`config.mk`:
```
export PLATFORM = sky130hd
export DESIGN_NAME = url_percent_decoder_top
export DESIGN_NICKNAME = d
export VERILOG_FILES = /design/src/sv/upd_pkg.sv /design/src/sv/url_percent_decoder_top.sv /design/src/sv/upd_front.sv /design/src/sv/upd_fifo.sv /design/src/sv/upd_back.sv
export VERILOG_INCLUDE_DIRS = /design/src /design/src/sv
export SDC_FILE = /design/constraint.sdc
export NUM_CORES = 1
export LEC_CHECK = 0
export BUFFER_PORTS_ARGS = -buffer_cell sky130_fd_sc_hd__buf_4
export CORE_MARGIN = 2
export CORE_UTILIZATION = 50
export CTS_BUF_LIST = sky130_fd_sc_hd__clkbuf_8
export DETAILED_ROUTE_END_ITERATION = 10
export PLACE_DENSITY_LB_ADDON = 0.2
export REMOVE_ABC_BUFFERS = 1
export SKIP_LAST_GASP = 1
export SLEW_MARGIN = 20
export SYNTH_ARGS = -nofsm -noshare
export SYNTH_HDL_FRONTEND = slang
export SYNTH_SLANG_ARGS = --single-unit
```
`constraint.sdc`:
```
create_clock -name clk_i -period 9.3 [get_ports clk_i]
set_clock_uncertainty 0.2 [all_clocks]
set_input_delay 0.465 -clock clk_i [delete_from_list [all_inputs] [get_ports clk_i]]
set_output_delay 0.465 -clock clk_i [all_outputs]
set_load 0.01 [all_outputs]
```
`src/sv/url_percent_decoder_top_assert.svh`:
```
`ifndef URL_PERCENT_DECODER_TOP_ASSERT_SVH
`define URL_PERCENT_DECODER_TOP_ASSERT_SVH

// A condition that must hold at every clock edge outside reset.
`define UPD_ASSERT_ALWAYS(lbl, cond, msg) \
  lbl: assert property (@(posedge clk_i) disable iff (!rst_ni) (cond)) else $error(msg);

// A condition that implies another in the same cycle.
`define UPD_ASSERT_IMPLY(lbl, ante, cons, msg) \
  lbl: assert property (@(posedge clk_i) disable iff (!rst_ni) (ante) |-> (cons)) \
    else $error(msg);

`endif

```
`src/sv/upd_pkg.sv`:
```
`timescale 1ns / 1ps

package upd_pkg;

  localparam logic [7:0] ChPercent = 8'h25;
  localparam logic [7:0] ChPlus    = 8'h2B;
  localparam logic [7:0] ChSpace   = 8'h20;

  localparam int FifoDepth = 4;
  localparam int FifoAw    = $clog2(FifoDepth);

  typedef struct packed {
    logic [7:0] in_byte;
    logic       in_last;
  } in_word_t;

  typedef struct packed {
    logic [7:0] out_byte;
    logic       out_last;
  } out_word_t;

  typedef struct packed {
    logic [2:0][7:0] bytes;
    logic [1:0]      cnt;
    logic            last;
  } grp_t;

  function automatic logic is_hex(input logic [7:0] c);
    return (c >= 8'h30 && c <= 8'h39) ||
           (c >= 8'h41 && c <= 8'h46) ||
           (c >= 8'h61 && c <= 8'h66);
  endfunction

  function automatic logic [3:0] hex_value(input logic [7:0] c);
    logic [7:0] v;
    v = 8'h00;
    if (c >= 8'h30 && c <= 8'h39) begin
      v = c - 8'h30;
    end else if (c >= 8'h41 && c <= 8'h46) begin
      v = c - 8'h37;
    end else if (c >= 8'h61 && c <= 8'h66) begin
      v = c - 8'h57;
    end
    return v[3:0];
  endfunction

endpackage

```
`src/sv/url_percent_decoder_top.sv`:
```
// The first decoded byte of a word goes through the group queue, then the output register.
// One input word per cycle unless full; one decoded word per cycle while the receiver pops.
// A word that expands to two or three bytes leaves as that many output words, one per pop.
// A four-entry group queue between the decoder and the serializer absorbs such bursts.
// Reset is asynchronous and active low; it clears the escape state, the queue and the output valid flag.
`timescale 1ns / 1ps

module url_percent_decoder_top (
  input  logic               clk_i,
  input  logic               rst_ni,
  input  logic               push,
  output logic               full,
  input  upd_pkg::in_word_t  in_word_i,
  output logic               empty,
  input  logic               pop,
  output upd_pkg::out_word_t out_word_o
);
  import upd_pkg::*;

  `include "url_percent_decoder_top_assert.svh"

  logic accept;
  logic q_push, q_pop, q_full, q_empty;
  grp_t q_grp, q_head;

  assign full   = q_full;
  assign accept = push && !q_full;

  upd_front u_front (
    .clk_i     (clk_i),
    .rst_ni    (rst_ni),
    .accept_i  (accept),
    .in_word_i (in_word_i),
    .q_push_o  (q_push),
    .q_grp_o   (q_grp)
  );

  upd_fifo u_fifo (
    .clk_i   (clk_i),
    .rst_ni  (rst_ni),
    .push_i  (q_push),
    .wdata_i (q_grp),
    .pop_i   (q_pop),
    .rdata_o (q_head),
    .full_o  (q_full),
    .empty_o (q_empty)
  );

  upd_back u_back (
    .clk_i      (clk_i),
    .rst_ni     (rst_ni),
    .head_i     (q_head),
    .q_empty_i  (q_empty),
    .q_pop_o    (q_pop),
    .pop_i      (pop),
    .empty_o    (empty),
    .out_word_o (out_word_o)
  );

  `UPD_ASSERT_ALWAYS(a_queue_sane, !(q_full && q_empty), "group queue both full and empty")
  `UPD_ASSERT_IMPLY(a_push_nonempty, q_push, q_grp.cnt != 2'd0, "empty group pushed")
  `UPD_ASSERT_IMPLY(a_head_nonempty, !q_empty, q_head.cnt != 2'd0, "empty group at queue head")
  `UPD_ASSERT_IMPLY(a_pop_guarded, q_pop, !q_empty, "group popped from empty queue")

endmodule

```
`src/sv/upd_front.sv`:
```
`timescale 1ns / 1ps

module upd_front (
  input  logic              clk_i,
  input  logic              rst_ni,
  input  logic              accept_i,
  input  upd_pkg::in_word_t in_word_i,
  output logic              q_push_o,
  output upd_pkg::grp_t     q_grp_o
);
  import upd_pkg::*;

  localparam logic [1:0] PhIdle  = 2'd0;
  localparam logic [1:0] PhPct   = 2'd1;
  localparam logic [1:0] PhDigit = 2'd2;

  logic [1:0]      phase_q, phase_d;
  logic [7:0]      held_q, held_d;
  logic [2:0][7:0] seq;
  logic [1:0]      n;
  logic            consumed;
  logic            hex;
  logic [7:0]      b;

  always_comb begin
    b        = in_word_i.in_byte;
    hex      = is_hex(b);
    held_d   = held_q;
    phase_d  = PhIdle;
    seq      = '0;
    n        = 2'd0;
    consumed = 1'b0;

    unique case (phase_q)
      PhPct: begin
        if (hex) begin
          held_d   = b;
          phase_d  = PhDigit;
          consumed = 1'b1;
        end else begin
          seq[n] = ChPercent;
          n      = n + 2'd1;
        end
      end
      PhDigit: begin
        if (hex) begin
          seq[n]   = {hex_value(held_q), hex_value(b)};
          n        = n + 2'd1;
          consumed = 1'b1;
        end else begin
          seq[n] = ChPercent;
          n      = n + 2'd1;
          seq[n] = held_q;
          n      = n + 2'd1;
        end
      end
      default: begin
        phase_d = PhIdle;
      end
    endcase

    if (!consumed) begin
      if (b == ChPercent) begin
        phase_d = PhPct;
      end else if (b == ChPlus) begin
        seq[n] = ChSpace;
        n      = n + 2'd1;
      end else begin
        seq[n] = b;
        n      = n + 2'd1;
      end
    end

    if (in_word_i.in_last) begin
      if (phase_d == PhPct) begin
        seq[n] = ChPercent;
        n      = n + 2'd1;
      end else if (phase_d == PhDigit) begin
        seq[n] = ChPercent;
        n      = n + 2'd1;
        seq[n] = held_d;
        n      = n + 2'd1;
      end
      phase_d = PhIdle;
    end
  end

  assign q_grp_o.bytes = seq;
  assign q_grp_o.cnt   = n;
  assign q_grp_o.last  = in_word_i.in_last;
  assign q_push_o      = accept_i && (n != 2'd0);

  always_ff @(posedge clk_i or negedge rst_ni) begin
    if (!rst_ni) begin
      phase_q <= PhIdle;
      held_q  <= 8'h00;
    end else if (accept_i) begin
      phase_q <= phase_d;
      held_q  <= held_d;
    end
  end

endmodule

```
`src/sv/upd_fifo.sv`:
```
`timescale 1ns / 1ps

module upd_fifo (
  input  logic          clk_i,
  input  logic          rst_ni,
  input  logic          push_i,
  input  upd_pkg::grp_t wdata_i,
  input  logic          pop_i,
  output upd_pkg::grp_t rdata_o,
  output logic          full_o,
  output logic          empty_o
);
  import upd_pkg::*;

  grp_t              mem_q [FifoDepth];
  logic [FifoAw-1:0] wptr_q, rptr_q;
  logic [FifoAw:0]   count_q;
  logic              do_push, do_pop;

  assign full_o  = (count_q == (FifoAw + 1)'(FifoDepth));
  assign empty_o = (count_q == '0);
  assign do_push = push_i && !full_o;
  assign do_pop  = pop_i && !empty_o;
  assign rdata_o = mem_q[rptr_q];

  always_ff @(posedge clk_i) begin
    if (do_push) begin
      mem_q[wptr_q] <= wdata_i;
    end
  end

  always_ff @(posedge clk_i or negedge rst_ni) begin
    if (!rst_ni) begin
      wptr_q  <= '0;
      rptr_q  <= '0;
      count_q <= '0;
    end else begin
      if (do_push) begin
        wptr_q <= (wptr_q == FifoAw'(FifoDepth - 1)) ? '0 : wptr_q + 1'b1;
      end
      if (do_pop) begin
        rptr_q <= (rptr_q == FifoAw'(FifoDepth - 1)) ? '0 : rptr_q + 1'b1;
      end
      if (do_push && !do_pop) begin
        count_q <= count_q + 1'b1;
      end else if (do_pop && !do_push) begin
        count_q <= count_q - 1'b1;
      end
    end
  end

endmodule

```
`src/sv/upd_back.sv`:
```
`timescale 1ns / 1ps

module upd_back (
  input  logic               clk_i,
  input  logic               rst_ni,
  input  upd_pkg::grp_t      head_i,
  input  logic               q_empty_i,
  output logic               q_pop_o,
  input  logic               pop_i,
  output logic               empty_o,
  output upd_pkg::out_word_t out_word_o
);
  import upd_pkg::*;

  logic       valid_q, valid_d;
  logic [1:0] idx_q, idx_d;
  out_word_t  out_q, out_d;
  logic       load, is_end;

  assign is_end  = (idx_q == head_i.cnt - 2'd1);
  assign load    = !q_empty_i && (!valid_q || pop_i);
  assign q_pop_o = load && is_end;

  always_comb begin
    out_d.out_byte = head_i.bytes[idx_q];
    out_d.out_last = head_i.last && is_end;
    idx_d          = idx_q;
    valid_d        = valid_q;
    if (load) begin
      idx_d   = is_end ? 2'd0 : idx_q + 2'd1;
      valid_d = 1'b1;
    end else if (pop_i) begin
      valid_d = 1'b0;
    end
  end

  always_ff @(posedge clk_i) begin
    if (load) begin
      out_q <= out_d;
    end
  end

  always_ff @(posedge clk_i or negedge rst_ni) begin
    if (!rst_ni) begin
      valid_q <= 1'b0;
      idx_q   <= 2'd0;
    end else begin
      valid_q <= valid_d;
      idx_q   <= idx_d;
    end
  end

  assign empty_o    = !valid_q;
  assign out_word_o = out_q;

endmodule

```
==> impl_metrics.tcl <==
set metrics [dict create \
    status "complete, no violations" \
    finalSetupViolations 0 \
    path_clk_slew_ns 0.08 \
    finalCritPeriodShare_pct 49.0 \
    drtIter0Drc 321 \
    p_leak_nw 2.78 \
    placed_area_mm2 0.00708 \
    row_count 42 \
    p_per_area_mw_per_mm2 255 \
    layout_common_cells "edfxtp_1, inv_1, buf_4" \
    vias 4095 \
    die_y_um 120 \
    required_ns 9.47 \
    power_mw 1.93 \
    finalSetupTns_ns 0 \
    synthArstFlopShare_pct 14.6 \
    mostFrequentLayoutCell "edfxtp_1" \
    min_period_ns 4.56 \
    gp_congestion 0.909 \
    synth_edf_count 117 \
    fin_area_mm2 0.00754 \
    clock_latency_ns 0.44 \
    ant_nets 0 \
    ir_worst_vdd_mv 0.127 \
    grt_start_max_net_pins 31 \
    yosysWarnings 0 \
    grt_first_pass_wirelength_mm 21.9 \
    n_fill_cell 1043 \
    sequentialPowerShare_pct 46.4 \
    final_hold_viol_count 0 \
    die_width_um 120 \
    synth_cell_type_count 69 \
    switching_share_pct 28.5 \
    synth_top_area_share_pct 52.2 \
    yosysTopAreaCell "edfxtp_1" \
    synth_ff_type "edfxtp_1" \
    area_delta_synth_final_pct 12.0 \
    cp-end-kind "flop" \
    ys_ff_latch 137 \
    io_buffer_count 23 \
    dieArea_mm2 0.0144 \
    report.final.slew_viol_count 0 \
    fin_util_pct 57.2 \
    synth_top_cells_by_area "edfxtp_1, mux4_2, dfrtp_1" \
    worstPathMaxFanout 9 \
    grt_use_total_pct 20.8 \
    holdWs_ns 0.141 \
    first_pass_iters 7 \
    syn_avg_cell_area_um2 14.3 \
    cts_sinks 137 \
    critPathArrivalTime_ns 4.73 \
    cts_tree "built" \
    drt_wl_total_mm 13.9 \
    p_int_mw 1.38 \
    pwr-share-clk_pct 27.9 \
    max_cap_viol_count 0 \
    antenna_found_initial 0 \
    wl_per_cell_um 20.1 \
    crit_type "in2reg" \
    post-dp-hpwl_mm 9.36 \
    synth_cells 472 \
    ys_seq_area_share_pct 59.6 \
    p_sw_mw 0.549 \
    max_clock_freq_ghz 0.219 \
    worst_pin_slew_ns 0.973 \
    rsz0062_at_grt "false" \
    clockBufferDepth 2 \
    nets 540 \
    start_kind "primary input" \
    grt_pass1_vias 4077 \
    clock-root-buffer "clkbuf_8" \
    numCtsBuffers 17 \
    post_cts_buffers 0 \
    overflow 0 \
    core_area_mm2 0.0132 \
    ios 24 \
    combPwrFrac_pct 25.7 \
    slew_headroom_pct 35.1 \
    hold_class "in2reg" \
    drc 0 \
    initial_core_util_pct 51.0 \
    avgViaCountPerCell 5.93 \
    cts.htree.levels 4 \
    antennaDiodeCount 0 \
    drive_above_1_share_pct 20.2 \
    synthesis.area_mm2 0.00673 \
]
-- state kept, by name (all words and copies together), names as in the netlist --
name / count
u_fifo.mem_q: 108
u_back.out_word_o: 9
u_front.held_q: 8
u_fifo.count_q: 3
u_back.idx_q: 2
u_fifo.rptr_q: 2
u_fifo.wptr_q: 2
u_front.phase_q: 2
u_back.valid_q: 1
-- power by group through the flow --
stage / Clock, mW / Combinational [mW] / Sequential (mW)
floorplan: 0 / 0.318 / 0.921
finish: 0.537 / 0.495 / 0.894
CTS: 0.548 / 0.507 / 0.900
detailed placement: 0 / 0.506 / 0.914
global route: 0.573 / 0.542 / 0.914
global placement: 0 / 0.496 / 0.907
-- synth_stat cells (6+ instances only) --
cell type	count
inv_1	32
buf_2	7
dfrtp_1	20
edfxtp_1	117
o22ai_1	12
clkbuf_1	10
mux2i_1	11
nand2b_1	9
o21ai_0	16
nor3_1	9
and2_1	14
nand2_1	23
mux4_2	27
nor2_1	15
ha_1	24
o31ai_1	6
a21oi_1	13
-- kinds of logic after synthesis --
group | after synthesis | synth area share [%]
multiplexers | 46 | 12.0
flip-flops | 137 | 59.6
AO/OA/AOI/OAI | 100 | 10.9
XOR/XNOR | 6 | 0.781
buffers and inverters | 53 | 3.22
AND/OR/NAND/NOR | 105 | 8.75
adder cells (fa/ha/maj) | 25 | 4.76
-- path summary, 6_finish.rpt --
check	startpoint	end	slack, ns	depth (start not counted)
hold reg to reg	u_fifo.count_q[2]$_DFFE_PN0P_	u_fifo.count_q[2]$_DFFE_PN0P_	0.29	1
min in group asynchronous	rst_ni	u_front.phase_q[1]$_DFFE_PN0P_	0.24	2
setup / recovery	in_word_i[1]	u_fifo.count_q[2]$_DFFE_PN0P_	4.74	21
setup reg to reg	u_front.phase_q[0]$_DFFE_PN0P_	u_fifo.count_q[2]$_DFFE_PN0P_	5.04	19
hold / removal	in_word_i[5]	u_front.held_q[6]$_DFFE_PN0P_	0.14	2
max in group asynchronous	rst_ni	u_fifo.rptr_q[0]$_DFFE_PN0P_	8.42	2
-- routing by layer --
layer  up-vias  wire length (um)  part of all wire [%]  global-route usage, %
met5         -                 0                     0                      0
met4         0               304                   2.2                   9.78
met3        27               687                   4.9                   5.42
met2       140              6990                    50                   33.3
met1      2039              5900                    42                   26.6
li1       1889                 -                     -                      -
-- cell type report --
class / instances / area, um^2 / area share [%]
Multi-Input combinational cell: 282 / 2500 / 33.2
Timing Repair Buffer: 32 / 245 / 3.25
Sequential cell: 137 / 4020 / 53.2
Clock buffer: 17 / 234 / 3.10
Tap cell: 176 / 220 / 2.92
Inverter: 32 / 120 / 1.59
Clock inverter: 15 / 206 / 2.74
-- stage by stage --
stage	setup WS [ns]	instances
2_1_floorplan	4.84	451
3_3_place_gp	4.47	657
3_5_place_dp	4.33	657
4_1_cts	4.80	691
5_1_grt	4.41	691
6_report	4.74	691
-- worst max-delay path: stages --
cell     delay [ns]
buf_4          0.13
inv_1          0.11
ha_1           0.24
nor3b_1        0.15
o22ai_2        0.35
nand3_1        0.25
a21oi_1        0.40
ha_1           0.31
nand3_1        0.16
o21a_1         0.23
ha_1           0.25
nand2_1        0.07
o21ai_0        0.07
o22a_1         0.23
a31oi_4        0.26
ha_1           0.22
inv_1          0.06
fa_1           0.37
xor2_1         0.17
nor2_1         0.11
xor2_1         0.14
-- repair_timing --
action	in CTS	in global routing
hold buffers	2	0
endpoints found under the setup margin	0	0
gates resized for setup	0	0
endpoints found under the hold margin	21	0
Power figures use the tool's default switching activity.
